--- src/design/bdq_pkg.sv ---
// Shared types and constants for the bounded deque with key search.
// Used by every module of the block but bdq_ram; depends on nothing else.
package bdq_pkg;

	localparam int ID_W        = 32;
	localparam int NAME_W      = 64;
	localparam int KIND_W      = 3;
	localparam int MAX_RESULTS = 16;
	localparam int HIT_W       = $clog2(MAX_RESULTS);
	localparam int IN_TDATA_W  = 96;
	localparam int OUT_TDATA_W = 104;
	localparam int OUT_PAD_W   = OUT_TDATA_W - (1 + ID_W + NAME_W + 2);

	// Kind codes as they arrive on the input channel.
	localparam logic [KIND_W-1:0] KIND_PUSH_FRONT = 3'd0;
	localparam logic [KIND_W-1:0] KIND_PUSH_BACK  = 3'd1;
	localparam logic [KIND_W-1:0] KIND_POP_FRONT  = 3'd2;
	localparam logic [KIND_W-1:0] KIND_POP_BACK   = 3'd3;
	localparam logic [KIND_W-1:0] KIND_FIND_ID    = 3'd4;
	localparam logic [KIND_W-1:0] KIND_FIND_NAME  = 3'd5;

	// Operation after classification; unused kinds become OP_BAD.
	typedef enum logic [2:0] {
		OP_PUSH_FRONT = 3'd0,
		OP_PUSH_BACK  = 3'd1,
		OP_POP_FRONT  = 3'd2,
		OP_POP_BACK   = 3'd3,
		OP_FIND_ID    = 3'd4,
		OP_FIND_NAME  = 3'd5,
		OP_BAD        = 3'd6
	} op_t;

	typedef struct packed {
		op_t                     op;
		logic signed [ID_W-1:0]  id;
		logic [NAME_W-1:0]       name;
	} cmd_t;

	typedef struct packed {
		logic                    status;
		logic signed [ID_W-1:0]  found_id;
		logic [NAME_W-1:0]       found_name;
		logic                    now_empty;
		logic                    now_full;
		logic                    last;
	} res_t;

endpackage

--- src/design/bounded_deque_with_key_search_core.sv ---
// Top level of the bounded deque with key search.
// Depends on bdq_pkg, bdq_front, bdq_cmd_fifo, bdq_back and bdq_ram.
//
// Usage: each item on the s_axis channel is one command. Its kind travels in
// s_axis_tuser (push front, push back, pop front, pop back, find by id, find
// by name); s_axis_tdata carries the record id and the 8-byte name. Results
// leave on m_axis; m_axis_tlast marks the final result of an item. Every
// command gives exactly one result except a name search with matches, which
// gives one result per match, front to back.
// A front stage registers the item, trims the name at its first zero byte
// and decodes the kind; a two-entry queue hands commands to the engine,
// which owns the ring pointers and the record RAM.
// A push or pop goes through the front stage, queue and result register to
// m_axis_tvalid; such items sustain one per cycle while m_axis_tready is high.
// A search scans the live records one per cycle through the RAM read port,
// pausing while a match waits on a full result register, and holds the engine
// until all live records are read or an id hit or sixteenth name match ends it.
// Reset empties the deque (front pointer and count cleared); record contents
// are not cleared, and no clearing pass is needed. When the receiver holds
// m_axis_tready low, the result register holds its item, the engine stalls,
// and the queue and front stage keep taking items until they fill.
module bounded_deque_with_key_search_core import bdq_pkg::*; #(
	parameter int CAPACITY   = 16,
	parameter int NAME_BYTES = 8
) (
	input  logic                   clk,
	input  logic                   arst_n,
	input  logic                   s_axis_tvalid,
	output logic                   s_axis_tready,
	input  logic [IN_TDATA_W-1:0]  s_axis_tdata,   // key_id[31:0], key_name[95:32]
	input  logic [KIND_W-1:0]      s_axis_tuser,   // kind[2:0]
	output logic                   m_axis_tvalid,
	input  logic                   m_axis_tready,
	output logic [OUT_TDATA_W-1:0] m_axis_tdata,   // status[0], found_id[32:1],
	                                               // found_name[96:33], now_empty[97],
	                                               // now_full[98], zero[103:99]
	output logic                   m_axis_tlast
);

	logic fe_valid;
	logic fe_ready;
	cmd_t fe_cmd;
	logic q_valid;
	logic q_ready;
	cmd_t q_cmd;
	res_t res;

	bdq_front #(
		.NAME_BYTES (NAME_BYTES)
	) u_front (
		.clk       (clk),
		.arst_n    (arst_n),
		.in_valid  (s_axis_tvalid),
		.in_ready  (s_axis_tready),
		.in_kind   (s_axis_tuser),
		.in_id     (s_axis_tdata[ID_W-1:0]),
		.in_name   (s_axis_tdata[ID_W +: NAME_W]),
		.cmd_valid (fe_valid),
		.cmd_ready (fe_ready),
		.cmd       (fe_cmd)
	);

	bdq_cmd_fifo u_cmd_fifo (
		.clk        (clk),
		.arst_n     (arst_n),
		.push_valid (fe_valid),
		.push_ready (fe_ready),
		.push_cmd   (fe_cmd),
		.pop_valid  (q_valid),
		.pop_ready  (q_ready),
		.pop_cmd    (q_cmd)
	);

	bdq_back #(
		.CAPACITY (CAPACITY)
	) u_back (
		.clk       (clk),
		.arst_n    (arst_n),
		.cmd_valid (q_valid),
		.cmd_ready (q_ready),
		.cmd       (q_cmd),
		.res_valid (m_axis_tvalid),
		.res_ready (m_axis_tready),
		.res       (res)
	);

	// Pack the result fields from the lowest bit up.
	assign m_axis_tdata = {OUT_PAD_W'(0), res.now_full, res.now_empty,
		res.found_name, res.found_id, res.status};
	assign m_axis_tlast = res.last;

endmodule

--- src/design/bdq_ram.sv ---
// Generic single-write, single-read RAM with a registered read port.
// No dependencies.
module bdq_ram #(
	parameter int WIDTH = 96,
	parameter int DEPTH = 16
) (
	input  logic                     clk,
	input  logic                     wr_en,
	input  logic [$clog2(DEPTH)-1:0] wr_addr,
	input  logic [WIDTH-1:0]         wr_data,
	input  logic                     rd_en,
	input  logic [$clog2(DEPTH)-1:0] rd_addr,
	output logic [WIDTH-1:0]         rd_data
);

	logic [WIDTH-1:0] mem_q [DEPTH];

	always_ff @(posedge clk) begin
		if (wr_en) begin
			mem_q[wr_addr] <= wr_data;
		end
		if (rd_en) begin
			rd_data <= mem_q[rd_addr];
		end
	end

endmodule

--- src/design/bdq_front.sv ---
// Front end: accepts input items, normalizes the name and classifies the kind.
// Depends on bdq_pkg.
module bdq_front import bdq_pkg::*; #(
	parameter int NAME_BYTES = 8
) (
	input  logic                    clk,
	input  logic                    arst_n,
	input  logic                    in_valid,
	output logic                    in_ready,
	input  logic [KIND_W-1:0]       in_kind,
	input  logic signed [ID_W-1:0]  in_id,
	input  logic [NAME_W-1:0]       in_name,
	output logic                    cmd_valid,
	input  logic                    cmd_ready,
	output cmd_t                    cmd
);

	logic cmd_valid_q;
	cmd_t cmd_q;
	op_t  op_dec;

	// A name ends at its first zero byte or at NAME_BYTES bytes.
	function automatic logic [NAME_W-1:0] clean_name(input logic [NAME_W-1:0] raw);
		logic              keep;
		logic [NAME_W-1:0] res;
		keep = 1'b1;
		res  = '0;
		for (int b = 0; b < NAME_W / 8; b++) begin
			keep = keep && (b < NAME_BYTES) && (raw[8*b +: 8] != 8'd0);
			if (keep) begin
				res[8*b +: 8] = raw[8*b +: 8];
			end
		end
		return res;
	endfunction

	always_comb begin
		unique case (in_kind)
			KIND_PUSH_FRONT: op_dec = OP_PUSH_FRONT;
			KIND_PUSH_BACK:  op_dec = OP_PUSH_BACK;
			KIND_POP_FRONT:  op_dec = OP_POP_FRONT;
			KIND_POP_BACK:   op_dec = OP_POP_BACK;
			KIND_FIND_ID:    op_dec = OP_FIND_ID;
			KIND_FIND_NAME:  op_dec = OP_FIND_NAME;
			default:         op_dec = OP_BAD;
		endcase
	end

	assign in_ready  = !cmd_valid_q || cmd_ready;
	assign cmd_valid = cmd_valid_q;
	assign cmd       = cmd_q;

	always_ff @(posedge clk or negedge arst_n) begin
		if (!arst_n) begin
			cmd_valid_q <= 1'b0;
		end else if (in_ready) begin
			cmd_valid_q <= in_valid;
		end
	end

	always_ff @(posedge clk) begin
		if (in_ready && in_valid) begin
			cmd_q.op   <= op_dec;
			cmd_q.id   <= in_id;
			cmd_q.name <= clean_name(in_name);
		end
	end

endmodule

--- src/design/bdq_cmd_fifo.sv ---
// Two-entry command queue between the front end and the execution engine.
// Depends on bdq_pkg.
module bdq_cmd_fifo import bdq_pkg::*; (
	input  logic clk,
	input  logic arst_n,
	input  logic push_valid,
	output logic push_ready,
	input  cmd_t push_cmd,
	output logic pop_valid,
	input  logic pop_ready,
	output cmd_t pop_cmd
);

	localparam int DEPTH = 2;
	localparam int PW    = $clog2(DEPTH);

	cmd_t            entry_q [DEPTH];
	logic [PW-1:0]   wr_ptr_q;
	logic [PW-1:0]   rd_ptr_q;
	logic [PW:0]     fill_q;
	logic            do_push;
	logic            do_pop;

	assign push_ready = (fill_q != (PW+1)'(DEPTH));
	assign pop_valid  = (fill_q != '0);
	assign pop_cmd    = entry_q[rd_ptr_q];
	assign do_push    = push_valid && push_ready;
	assign do_pop     = pop_valid && pop_ready;

	always_ff @(posedge clk or negedge arst_n) begin
		if (!arst_n) begin
			wr_ptr_q <= '0;
			rd_ptr_q <= '0;
			fill_q   <= '0;
		end else begin
			if (do_push) begin
				wr_ptr_q <= wr_ptr_q + 1'b1;
			end
			if (do_pop) begin
				rd_ptr_q <= rd_ptr_q + 1'b1;
			end
			if (do_push && !do_pop) begin
				fill_q <= fill_q + 1'b1;
			end else if (do_pop && !do_push) begin
				fill_q <= fill_q - 1'b1;
			end
		end
	end

	always_ff @(posedge clk) begin
		if (do_push) begin
			entry_q[wr_ptr_q] <= push_cmd;
		end
	end

endmodule

--- src/design/bdq_back.sv ---
// Execution engine: ring state, record RAM, search scan and result register.
// Depends on bdq_pkg and bdq_ram.
module bdq_back import bdq_pkg::*; #(
	parameter int CAPACITY = 16
) (
	input  logic clk,
	input  logic arst_n,
	input  logic cmd_valid,
	output logic cmd_ready,
	input  cmd_t cmd,
	output logic res_valid,
	input  logic res_ready,
	output res_t res
);

	localparam int AW = $clog2(CAPACITY);
	localparam int CW = $clog2(CAPACITY + 1);
	localparam int DW = ID_W + NAME_W;
	localparam logic [AW:0]   CAP_S = (AW+1)'(CAPACITY);
	localparam logic [CW-1:0] CAP_C = CW'(CAPACITY);

	typedef enum logic [2:0] {
		ST_IDLE = 3'b001,
		ST_SCAN = 3'b010,
		ST_FIN  = 3'b100
	} bstate_t;

	bstate_t                state_q, state_d;
	logic [AW-1:0]          front_q, front_d;
	logic [CW-1:0]          count_q, count_d;
	logic [CW-1:0]          idx_q, idx_d;
	logic                   rdv_q, rdv_d;
	cmd_t                   cur_q, cur_d;
	logic                   pend_v_q, pend_v_d;
	logic signed [ID_W-1:0] pend_id_q, pend_id_d;
	logic [HIT_W-1:0]       hits_q, hits_d;
	logic                   out_v_q;
	res_t                   out_q;

	logic                   out_free;
	logic                   emit;
	res_t                   emit_res;
	logic                   wr_en;
	logic [AW-1:0]          wr_addr;
	logic                   rd_en;
	logic [AW-1:0]          rd_addr;
	logic [DW-1:0]          rd_data;
	logic signed [ID_W-1:0] rd_id;
	logic [NAME_W-1:0]      rd_name;
	logic                   ring_empty;
	logic                   is_full;
	logic [AW-1:0]          front_dec;
	logic [AW-1:0]          front_inc;
	logic                   hit_id;
	logic                   hit_name;
	logic                   stall;
	logic                   done_max;

	// Ring index of a sum that stays below twice the capacity.
	function automatic logic [AW-1:0] wrap(input logic [AW:0] s);
		return (s >= CAP_S) ? AW'(s - CAP_S) : AW'(s);
	endfunction

	bdq_ram #(
		.WIDTH (DW),
		.DEPTH (CAPACITY)
	) u_rec_ram (
		.clk     (clk),
		.wr_en   (wr_en),
		.wr_addr (wr_addr),
		.wr_data ({cmd.name, cmd.id}),
		.rd_en   (rd_en),
		.rd_addr (rd_addr),
		.rd_data (rd_data)
	);

	assign rd_id      = rd_data[ID_W-1:0];
	assign rd_name    = rd_data[DW-1:ID_W];
	assign out_free   = !out_v_q || res_ready;
	assign ring_empty = (count_q == '0);
	assign is_full    = (count_q == CAP_C);
	assign front_dec  = (front_q == '0) ? AW'(CAPACITY - 1) : front_q - 1'b1;
	assign front_inc  = wrap({1'b0, front_q} + (AW+1)'(1));
	assign rd_addr    = wrap({1'b0, front_q} + {1'b0, idx_q[AW-1:0]});
	assign hit_id     = rdv_q && (cur_q.op == OP_FIND_ID) && (rd_id == cur_q.id);
	assign hit_name   = rdv_q && (cur_q.op == OP_FIND_NAME) && (rd_name == cur_q.name);
	assign stall      = (hit_id || (hit_name && pend_v_q)) && !out_free;
	assign done_max   = hit_name && (hits_q == HIT_W'(MAX_RESULTS - 1));

	always_comb begin
		state_d   = state_q;
		front_d   = front_q;
		count_d   = count_q;
		idx_d     = idx_q;
		rdv_d     = rdv_q;
		cur_d     = cur_q;
		pend_v_d  = pend_v_q;
		pend_id_d = pend_id_q;
		hits_d    = hits_q;
		cmd_ready = 1'b0;
		emit      = 1'b0;
		emit_res  = '0;
		emit_res.last = 1'b1;
		wr_en     = 1'b0;
		wr_addr   = wrap({1'b0, front_q} + {1'b0, count_q[AW-1:0]});
		rd_en     = 1'b0;

		unique case (state_q)
			ST_IDLE: begin
				if (cmd_valid) begin
					unique case (cmd.op)
						OP_PUSH_FRONT, OP_PUSH_BACK: begin
							if (out_free) begin
								cmd_ready       = 1'b1;
								emit            = 1'b1;
								emit_res.status = is_full;
								if (!is_full) begin
									wr_en   = 1'b1;
									count_d = count_q + 1'b1;
									if (cmd.op == OP_PUSH_FRONT) begin
										front_d = front_dec;
										wr_addr = front_dec;
									end
								end
							end
						end
						OP_POP_FRONT, OP_POP_BACK: begin
							if (out_free) begin
								cmd_ready       = 1'b1;
								emit            = 1'b1;
								emit_res.status = ring_empty;
								if (!ring_empty) begin
									count_d = count_q - 1'b1;
									if (cmd.op == OP_POP_FRONT) begin
										front_d = front_inc;
									end
								end
							end
						end
						OP_FIND_ID, OP_FIND_NAME: begin
							cmd_ready = 1'b1;
							cur_d     = cmd;
							idx_d     = '0;
							rdv_d     = 1'b0;
							pend_v_d  = 1'b0;
							hits_d    = '0;
							state_d   = ST_SCAN;
						end
						default: begin
							if (out_free) begin
								cmd_ready       = 1'b1;
								emit            = 1'b1;
								emit_res.status = 1'b1;
							end
						end
					endcase
				end
			end
			ST_SCAN: begin
				if (!stall) begin
					if (hit_id) begin
						emit                = 1'b1;
						emit_res.found_name = rd_name;
						rdv_d               = 1'b0;
						state_d             = ST_IDLE;
					end else begin
						if (hit_name) begin
							// The held match is not the final one: release it now.
							if (pend_v_q) begin
								emit              = 1'b1;
								emit_res.found_id = pend_id_q;
								emit_res.last     = 1'b0;
							end
							pend_v_d  = 1'b1;
							pend_id_d = rd_id;
							hits_d    = hits_q + 1'b1;
						end
						if (done_max || (idx_q == count_q)) begin
							rdv_d   = 1'b0;
							state_d = ST_FIN;
						end else begin
							rd_en = 1'b1;
							idx_d = idx_q + 1'b1;
							rdv_d = 1'b1;
						end
					end
				end
			end
			ST_FIN: begin
				if (out_free) begin
					emit    = 1'b1;
					state_d = ST_IDLE;
					if ((cur_q.op == OP_FIND_NAME) && pend_v_q) begin
						emit_res.found_id = pend_id_q;
					end else begin
						emit_res.status = 1'b1;
					end
				end
			end
			default: state_d = ST_IDLE;
		endcase

		emit_res.now_empty = (count_d == '0);
		emit_res.now_full  = (count_d == CAP_C);
	end

	assign res_valid = out_v_q;
	assign res       = out_q;

	always_ff @(posedge clk or negedge arst_n) begin
		if (!arst_n) begin
			state_q  <= ST_IDLE;
			front_q  <= '0;
			count_q  <= '0;
			idx_q    <= '0;
			rdv_q    <= 1'b0;
			pend_v_q <= 1'b0;
			hits_q   <= '0;
			out_v_q  <= 1'b0;
		end else begin
			state_q  <= state_d;
			front_q  <= front_d;
			count_q  <= count_d;
			idx_q    <= idx_d;
			rdv_q    <= rdv_d;
			pend_v_q <= pend_v_d;
			hits_q   <= hits_d;
			if (emit) begin
				out_v_q <= 1'b1;
			end else if (res_ready) begin
				out_v_q <= 1'b0;
			end
		end
	end

	always_ff @(posedge clk) begin
		cur_q     <= cur_d;
		pend_id_q <= pend_id_d;
		if (emit) begin
			out_q <= emit_res;
		end
	end

endmodule
--- config.mk ---
export PLATFORM = sky130hd
export DESIGN_NAME = bounded_deque_with_key_search_core
export DESIGN_NICKNAME = d
export VERILOG_FILES = /design/src/design/bdq_pkg.sv /design/src/design/bounded_deque_with_key_search_core.sv /design/src/design/bdq_ram.sv /design/src/design/bdq_front.sv /design/src/design/bdq_cmd_fifo.sv /design/src/design/bdq_back.sv
export SDC_FILE = /design/constraint.sdc
export NUM_CORES = 2
export LEC_CHECK = 0
export CORE_MARGIN = 4
export CORE_UTILIZATION = 60
export CTS_CLUSTER_DIAMETER = 60
export DETAILED_ROUTE_END_ITERATION = 12
export DONT_BUFFER_PORTS = 1
export PLACE_DENSITY = 0.79
export SLEW_MARGIN = 10
export SYNTH_ARGS = -nofsm -noshare
export SYNTH_HDL_FRONTEND = slang
export SYNTH_SLANG_ARGS = --single-unit
--- constraint.sdc ---
create_clock -name clk -period 21.2 [get_ports clk]
set_clock_uncertainty 0.1 [all_clocks]
set_input_delay 4.24 -clock clk [delete_from_list [all_inputs] [get_ports clk]]
set_output_delay 4.24 -clock clk [all_outputs]
set_load 0.01 [all_outputs]
# Word-level counts from Yosys, hierarchy flattened
# Memories as Yosys holds them, arrays and structs flattened. A register that Yosys moved wholly into a read port is not among the register bits.
# Index checks and enable logic that the tools add are counted.
[totals]
reg_bits = 359
mem_bits_rw = 1734
in_bits = 103
output_inout_bits = 107
wordCells = 246
mem_count = 2
[op_classes]
add_sub_neg = 15
n_lt_le_gt_ge = 3
eq_ne = 36
n_mux = 95
bitwise_logic = 4
n_reduce_logical = 59
[mem_list]
columns = ["name", "words", "word_bits", "rd", "rd_ports_with_merged_regs", "wr", "line_no", "text"]
rows = [
  ["u_back.u_rec_ram.mem_q", 16, 96, 1, 1, 1, "bdq_ram.sv:16", "logic [WIDTH-1:0] mem_q [DEPTH];"],
  ["u_cmd_fifo.entry_q", 2, 99, 1, 0, 1, "bdq_cmd_fifo.sv:17", "cmd_t entry_q [DEPTH];"],
]
[ops]
columns = ["operator", "n"]
rows = [
  ["two-way mux 32 bit", 4],
  ["two-way mux 96 bit", 1],
  ["two-way mux 4 bit", 21],
  ["equality test 64 bit", 1],
  ["two-way mux 64 bit", 1],
  ["case mux 32 bit (2 select lines)", 1],
  ["nonzero test 8 bit", 8],
  ["two-way mux 5 bit", 11],
  ["two-way mux 1 bit", 36],
  ["two-way mux 33 bit", 1],
  ["equality test 32 bit", 1],
  ["equality test 3 bit, second input constant", 7],
  ["logical AND 1 bit", 20],
  ["case mux 5 bit (2 select lines)", 2],
  ["two-way mux 3 bit", 6],
  ["case mux 3 bit (6 select lines)", 1],
  ["!= test 2 bit, second input constant", 8],
  ["case mux 4 bit (2 select lines)", 2],
  ["subtractor 4 x 1 -> 4 bit, second input constant", 4],
  ["equality test 3 x 2 -> 1 bit, second input constant", 5],
  [">= comparator 5 bit, second input constant", 3],
  ["!= test 2 x 1 -> 1 bit, second input constant", 6],
  ["AND reduction 6 bit", 2],
  ["adder 4 x 4 -> 5 bit", 2],
  ["30 further kinds", 58],
]

# Logic depth before layout (Yosys ltp)
[logic_depth]
ltp_word = 10
ltp_mapped = 11
mapped_depth_nobuf = 10

# Hierarchy
# A second synthesis with hierarchy kept.
[unflattened]
cells_unflattened = 3796
area_unflattened_um2 = 82912.0
[modules_own_cells]
columns = ["module", "n_inst", "cells_per_inst", "area_each_um2", "seq_area_each_um2"]
rows = [
  ["bdq_ram", 1, 2460, 60319.1, 49007.0],
  ["bdq_back", 1, 768, 10988.0, 7538.5],
  ["bdq_cmd_fifo", 1, 326, 7837.5, 6045.8],
  ["bdq_front", 1, 236, 3726.1, 2997.9],
  ["bounded_deque_with_key_search_core", 1, 6, 41.3, 0.0],
]

# Least setup slack after synthesis
# Ideal clock, no wire load.
[synth_timing]
kind = "input to register"
start = "in m_axis_tready"
end = "reg u_back.out_q (netlist bit u_back.res[0]) (enable)"
setup_ns = 0.697
t_arrival_ns = 11.685
required_ns = 20.403
path_slack_ns = 8.719
stages = 3
path_buffers = 0
path_cell_list = "nand2b_1 > nand2_1 > o21ai_0"
[synth_between]
elab_chain_len = 5
word_cells_on_any_way = 8
cone_classes = "5 x mux; 3 x reduce/logical"
[synth_lines]
columns = ["item", "line_no", "text"]
rows = [
  ["from (decl)", "bounded_deque_with_key_search_core.sv:33", "input logic m_axis_tready,"],
  ["logical OR 1 bit (*)", "bdq_back.sv:79", "assign out_free = !out_v_q || res_ready;"],
  ["two-way mux 1 bit / zero test 1 bit (equally long branches)", "n/a", ""],
  ["two-way mux 1 bit / logical AND 1 bit (equally long branches)", "n/a", ""],
  ["two-way mux 1 bit (on tied branches)", "bdq_back.sv:110, bdq_back.sv:160", ""],
  ["case mux 1 bit (3 select lines) (*)", "bdq_back.sv:108", "unique case (state_q)"],
  ["named net u_back.emit", "bdq_back.sv:41", "logic emit;"],
  ["to (signal assigned)", "bdq_back.sv:240", "out_q <= emit_res;"],
  ["to (decl)", "bdq_back.sv:38", "res_t out_q;"],
]
# Mark *: on every way through the listed nets, which the timed path passes. The rest lies on a longest branch.
# A chain may end at the register's enable or synchronous reset.

# Worst setup path in the final report
[layout_timing]
start = "in m_axis_tready"
end = "mem u_back.u_rec_ram.mem_q[14][32] (enable)"
[layout_between]
elab_chain_len = 7
word_cells_on_any_way = 11
cone_classes = "10 x mux; 1 x reduce/logical"
[layout_lines]
columns = ["item", "line_no", "text"]
rows = [
  ["logical OR 1 bit (*)", "bdq_back.sv:79", ""],
  ["two-way mux 1 bit", "bdq_back.sv:113", "if (out_free) begin"],
  ["two-way mux 1 bit", "bdq_back.sv:111", "unique case (cmd.op)"],
  ["two-way mux 1 bit", "bdq_back.sv:110", "if (cmd_valid) begin"],
  ["two-way mux 1 bit", "bdq_back.sv:108", ""],
  ["two-way mux 1 bit", "bdq_ram.sv:19", "if (wr_en) begin"],
  ["two-way mux 1 bit (implied by the code)", "bdq_ram.sv:20", "mem_q[wr_addr] <= wr_data;"],
  ["to (decl)", "bdq_ram.sv:16", ""],
]
# Every way passes the cells marked *; elsewhere a longest branch is shown, timed or not.

==> results.txt <==
----------------------------------------------------
[Pwr]
  Net Sw Power ... 4.94 mW
  Internal Power ... 9.62 mW
  Share of total power consumed by net switching ... 0.339
  Comb pwr share ... 0.335
  Pwr/cell area ... 160 nW/µm²
  Sequential share of power ... 0.425
  Leakage power of the design ... 29.5 nW
  Power share of the clock group ... 0.240
  Total Power ... 14.6 mW
  Worst vdd ir ... 0.000161 V

[Logic synthesis]
  Top cells by area, synth ... sky130_fd_sc_hd__edfxtp_1, sky130_fd_sc_hd__mux4_2, sky130_fd_sc_hd__nand2_1
  Number of flops mapped to enable cells by yosys ... 2160
  Async set-reset flop share out of synthesis ... 0.0132
  Cell variety after synth ... 71
  Synthesized flop and latch total ... 2189
  Mean cell area of the mapped netlist ... 20.6 µm²
  Mapped Area ... 82700 µm²
  Gate count after technology mapping ... 4021
  Flip-flop cell with the highest count after synthesis ... sky130_fd_sc_hd__edfxtp_1
  Number of warnings printed during yosys synthesis ... 0
  Top cell type by total area after synthesis ... sky130_fd_sc_hd__edfxtp_1
  Sequential cell area fraction in the yosys report ... 0.793
  Fraction of synthesized cell area taken by the top area cell type ... 0.784

[Clocking]
  Buffers inserted during post-CTS setup optimization ... 0
  Root Driver ... sky130_fd_sc_hd__clkbuf_16
  TritonCTS clock tree ... built
  Clk slew on worst S/H paths ... 0.06 ns
  Post-CTS resize count ... 0
  TritonCTS buffer count ... 207
  Source-to-sink clock delay at the later pin of the worst-skew pair ... 0.86 ns
  Number of sinks on the clock net ... 2189
  CTS Hold Bufs ... 0
  Htree depth ... 4
  Number of buffers on the longest clock path ... 3

[Run status]
  Outcome ... finished, final reports clean

[STA]
  Finish-stage setup viols ... 0
  Highest achievable clock rate ... 0.138 GHz
  Smallest hold slack ... 0.340 ns
  Worst slew margin relative to its limit ... 0.197
  Transition time at the pin with the least slew margin ... 1.20 ns
  Final slew viol count ... 0
  Crit path time final ... 7.23 ns
  Final Hold Fails ... 0
  Share of the clock period used by the worst path ... 0.341
  Final setup TNS ... 0 ns
  RSZ-0062 raised after global routing ... no

[Drt]
  DRC violation total after the first TritonRoute iteration ... 5596
  Average vias per placed instance ... 6.64
  Remaining number of nets flagged by the antenna check after routing ... 0
  Residual DRC count ... 0
  Total wire length after detailed routing ... 192000 µm
  Initial DRT Pass Iterations ... 6
  Overall via count from detail_route ... 40300
  Average wire per cell in the routed design ... 31.6 µm

[Placement]
  Estimated wirelength of the detail-placed design ... 102000 µm
  Final weighted congestion of routability-driven global placement ... 0.793
  Port Buf Inserts ... 0

[Worst setup path]
  Data arrival time of the worst path ... 7.59 ns
  Type of the worst setup path ... in -> reg
  R2R setup slack ... 15.56 ns
  Element type at the critical path end ... flop
  Destination of the worst register-to-register timing path ... u_back.res[37]
  Biggest fanout along the worst timing path ... 48
  Required @ worst endpoint ... 21.56 ns
  Type of element launching the critical path ... primary input
  Reg-to-reg startpoint ... u_back.u_rec_ram.rd_data[6]
  Worst r2r path cells ... 8

[Floorplan]
  Total core area ... 136000 µm²
  Initial standard-cell utilization of the core ... 0.607
  Number of cell rows ... 135
  DIE AREA ... 144000 µm²
  Top-level I/O count ... 210
  Floorplan die height ... 379 µm
  Die W ... 379 µm

[Run]
  Number of max-capacitance violations reported ... 0

[Layout]
  Synthesis-to-layout area growth ... 10.4%
  Layout cells sized above 1 ... 0.207
  Fin util ... 0.671
  Number of nets in the layout ... 4224

[Global route]
  Antenna violations before repair ... 10
  Total global routing overflow ... 0
  Largest net degree at the start of global routing ... 143
  Wire length of the first global-routing pass ... 282000 µm
  Via count of the first global-routing pass ... 41300
  Global routing usage summed across all routing layers ... 0.272

[Hold path]
  HP Class ... reg -> reg
  Sink of the worst hold path ... u_cmd_fifo.entry_q[0][36]
  Hold wc startpoint ... u_front.cmd[36]
  Min-Delay Path Depth ... 0

----------------------------------------------------
registers in the layout (all words and copies together), names as in the netlist, 5 cells and up:
register                  flops
u_back.count_q                5
u_back.pend_id_q             32
u_back.u_rec_ram.mem_q     1536
u_back.u_rec_ram.rd_data     96
u_back.cur_q                 99
u_front.cmd                  99
u_back.res                  100
u_back.idx_q                  5
u_cmd_fifo.entry_q          198
placed cells by master, fill, tap and decap left out, types with 29 or more instances in the layout:
| cell type | Yosys | final |
|---|---|---|
| sky130_fd_sc_hd__clkinv_1 | 0 | 58 |
| sky130_fd_sc_hd__a31oi_1 | 102 | 102 |
| sky130_fd_sc_hd__xor2_1 | 78 | 76 |
| sky130_fd_sc_hd__and2_1 | 143 | 142 |
| sky130_fd_sc_hd__nor4_1 | 29 | 29 |
| sky130_fd_sc_hd__mux4_2 | 384 | 384 |
| sky130_fd_sc_hd__inv_1 | 33 | 32 |
| sky130_fd_sc_hd__clkbuf_16 | 0 | 208 |
| sky130_fd_sc_hd__nand2_1 | 412 | 412 |
| sky130_fd_sc_hd__clkinv_2 | 0 | 41 |
| sky130_fd_sc_hd__clkbuf_1 | 118 | 36 |
| sky130_fd_sc_hd__buf_4 | 5 | 64 |
| sky130_fd_sc_hd__edfxtp_1 | 2160 | 2160 |
| sky130_fd_sc_hd__and3_1 | 103 | 101 |
| sky130_fd_sc_hd__mux2_2 | 100 | 100 |
logic make-up (layout without fill, tap and decap cells):
family          count (synthesis)  after routing  share of synthesized area
flops                        2189           2189                      0.793
compound gates                173            173                     0.0138
other cells                     1             14                  0.0000453
simple gates                  819            819                     0.0490
mux                           489            489                      0.119
buf+inv                       228            478                     0.0114
xor+xnor                      107            107                     0.0113
fa+ha+maj                      15             15                    0.00245
power by group through the flow:
stage	sequential (mW)	clock, mW	combinational (mW)
finish	6.19	3.49	4.88
global route	6.23	3.73	5.21
CTS	6.19	3.53	4.89
detailed placement	6.27	0	4.79
global placement	6.25	0	4.70
floorplan	6.21	0	3.35
cells in the mapped netlist, types with 5 or more instances:
library cell	count
sky130_fd_sc_hd__edfxtp_1	2160
sky130_fd_sc_hd__nand2_1	412
sky130_fd_sc_hd__mux4_2	384
sky130_fd_sc_hd__and2_1	143
sky130_fd_sc_hd__clkbuf_1	118
sky130_fd_sc_hd__and3_1	103
sky130_fd_sc_hd__a31oi_1	102
sky130_fd_sc_hd__mux2_2	100
sky130_fd_sc_hd__xor2_1	78
sky130_fd_sc_hd__buf_2	47
sky130_fd_sc_hd__nor2_1	38
sky130_fd_sc_hd__inv_1	33
sky130_fd_sc_hd__nor4_1	29
sky130_fd_sc_hd__xnor2_1	29
sky130_fd_sc_hd__dfrtp_1	28
sky130_fd_sc_hd__nor3_1	20
sky130_fd_sc_hd__a21oi_1	19
sky130_fd_sc_hd__buf_1	19
sky130_fd_sc_hd__ha_1	13
sky130_fd_sc_hd__nor2b_1	13
sky130_fd_sc_hd__nand3_1	12
sky130_fd_sc_hd__o21ai_0	10
sky130_fd_sc_hd__o22ai_1	9
sky130_fd_sc_hd__and2b_1	8
sky130_fd_sc_hd__nand4_1	8
sky130_fd_sc_hd__clkbuf_2	6
sky130_fd_sc_hd__buf_4	5
sky130_fd_sc_hd__o31ai_1	5
worst max-delay path by stage:
stage                        from                             end  slack (ns)  cells past startpoint
floorplan           m_axis_tready                   u_back.res[0]        8.72                      3
global placement    m_axis_tready  u_back.u_rec_ram.mem_q[14][32]       13.19                      8
detailed placement  m_axis_tready  u_back.u_rec_ram.mem_q[14][32]       13.18                      8
CTS                 m_axis_tready  u_back.u_rec_ram.mem_q[14][32]       14.06                      8
global route        m_axis_tready  u_back.u_rec_ram.mem_q[14][32]       13.90                      8
finish              m_axis_tready  u_back.u_rec_ram.mem_q[14][32]       13.97                      8
per-layer routing:
metal | vias to the layer above | routed length (µm) | track usage
met5 | - | 34 | 0
met4 | 4 | 7400 | 0.104
met3 | 404 | 20700 | 0.0664
met2 | 2794 | 95200 | 0.437
met1 | 20800 | 68100 | 0.368
li1 | 16300 | - | -
critical path, cell delays in order:
cell and delay (ns):
sky130_fd_sc_hd__nor2b_1 0.07, sky130_fd_sc_hd__or3_1 0.50, sky130_fd_sc_hd__or2_2 0.36, sky130_fd_sc_hd__nor3_1 0.18, sky130_fd_sc_hd__a31oi_1 0.20, sky130_fd_sc_hd__nor2_4 0.55, sky130_fd_sc_hd__buf_4 0.60, sky130_fd_sc_hd__buf_4 0.81
metrics by stage:
stage               setup WS, ns  instance area [µm²]  instances
finish                     13.97                91300       6065
global route               13.90                91300       6057
CTS                        14.06                91300       6056
detailed placement         13.18                84900       5678
global placement           13.19                84900       5678
floorplan                   8.72                82700       4025
layout make-up:
cell class | instances | area [µm²]
Antenna cell | 9 | 22.5
Clock buffer | 244 | 5340
Clock inverter | 134 | 1040
Fill cell | 8015 | 44800
Inverter | 33 | 126
Multi-Input combinational cell | 1608 | 16400
Sequential cell | 2189 | 65600
Tap cell | 1781 | 2230
Timing Repair Buffer | 67 | 541
No activity file was read; power rests on OpenSTA's default activity.
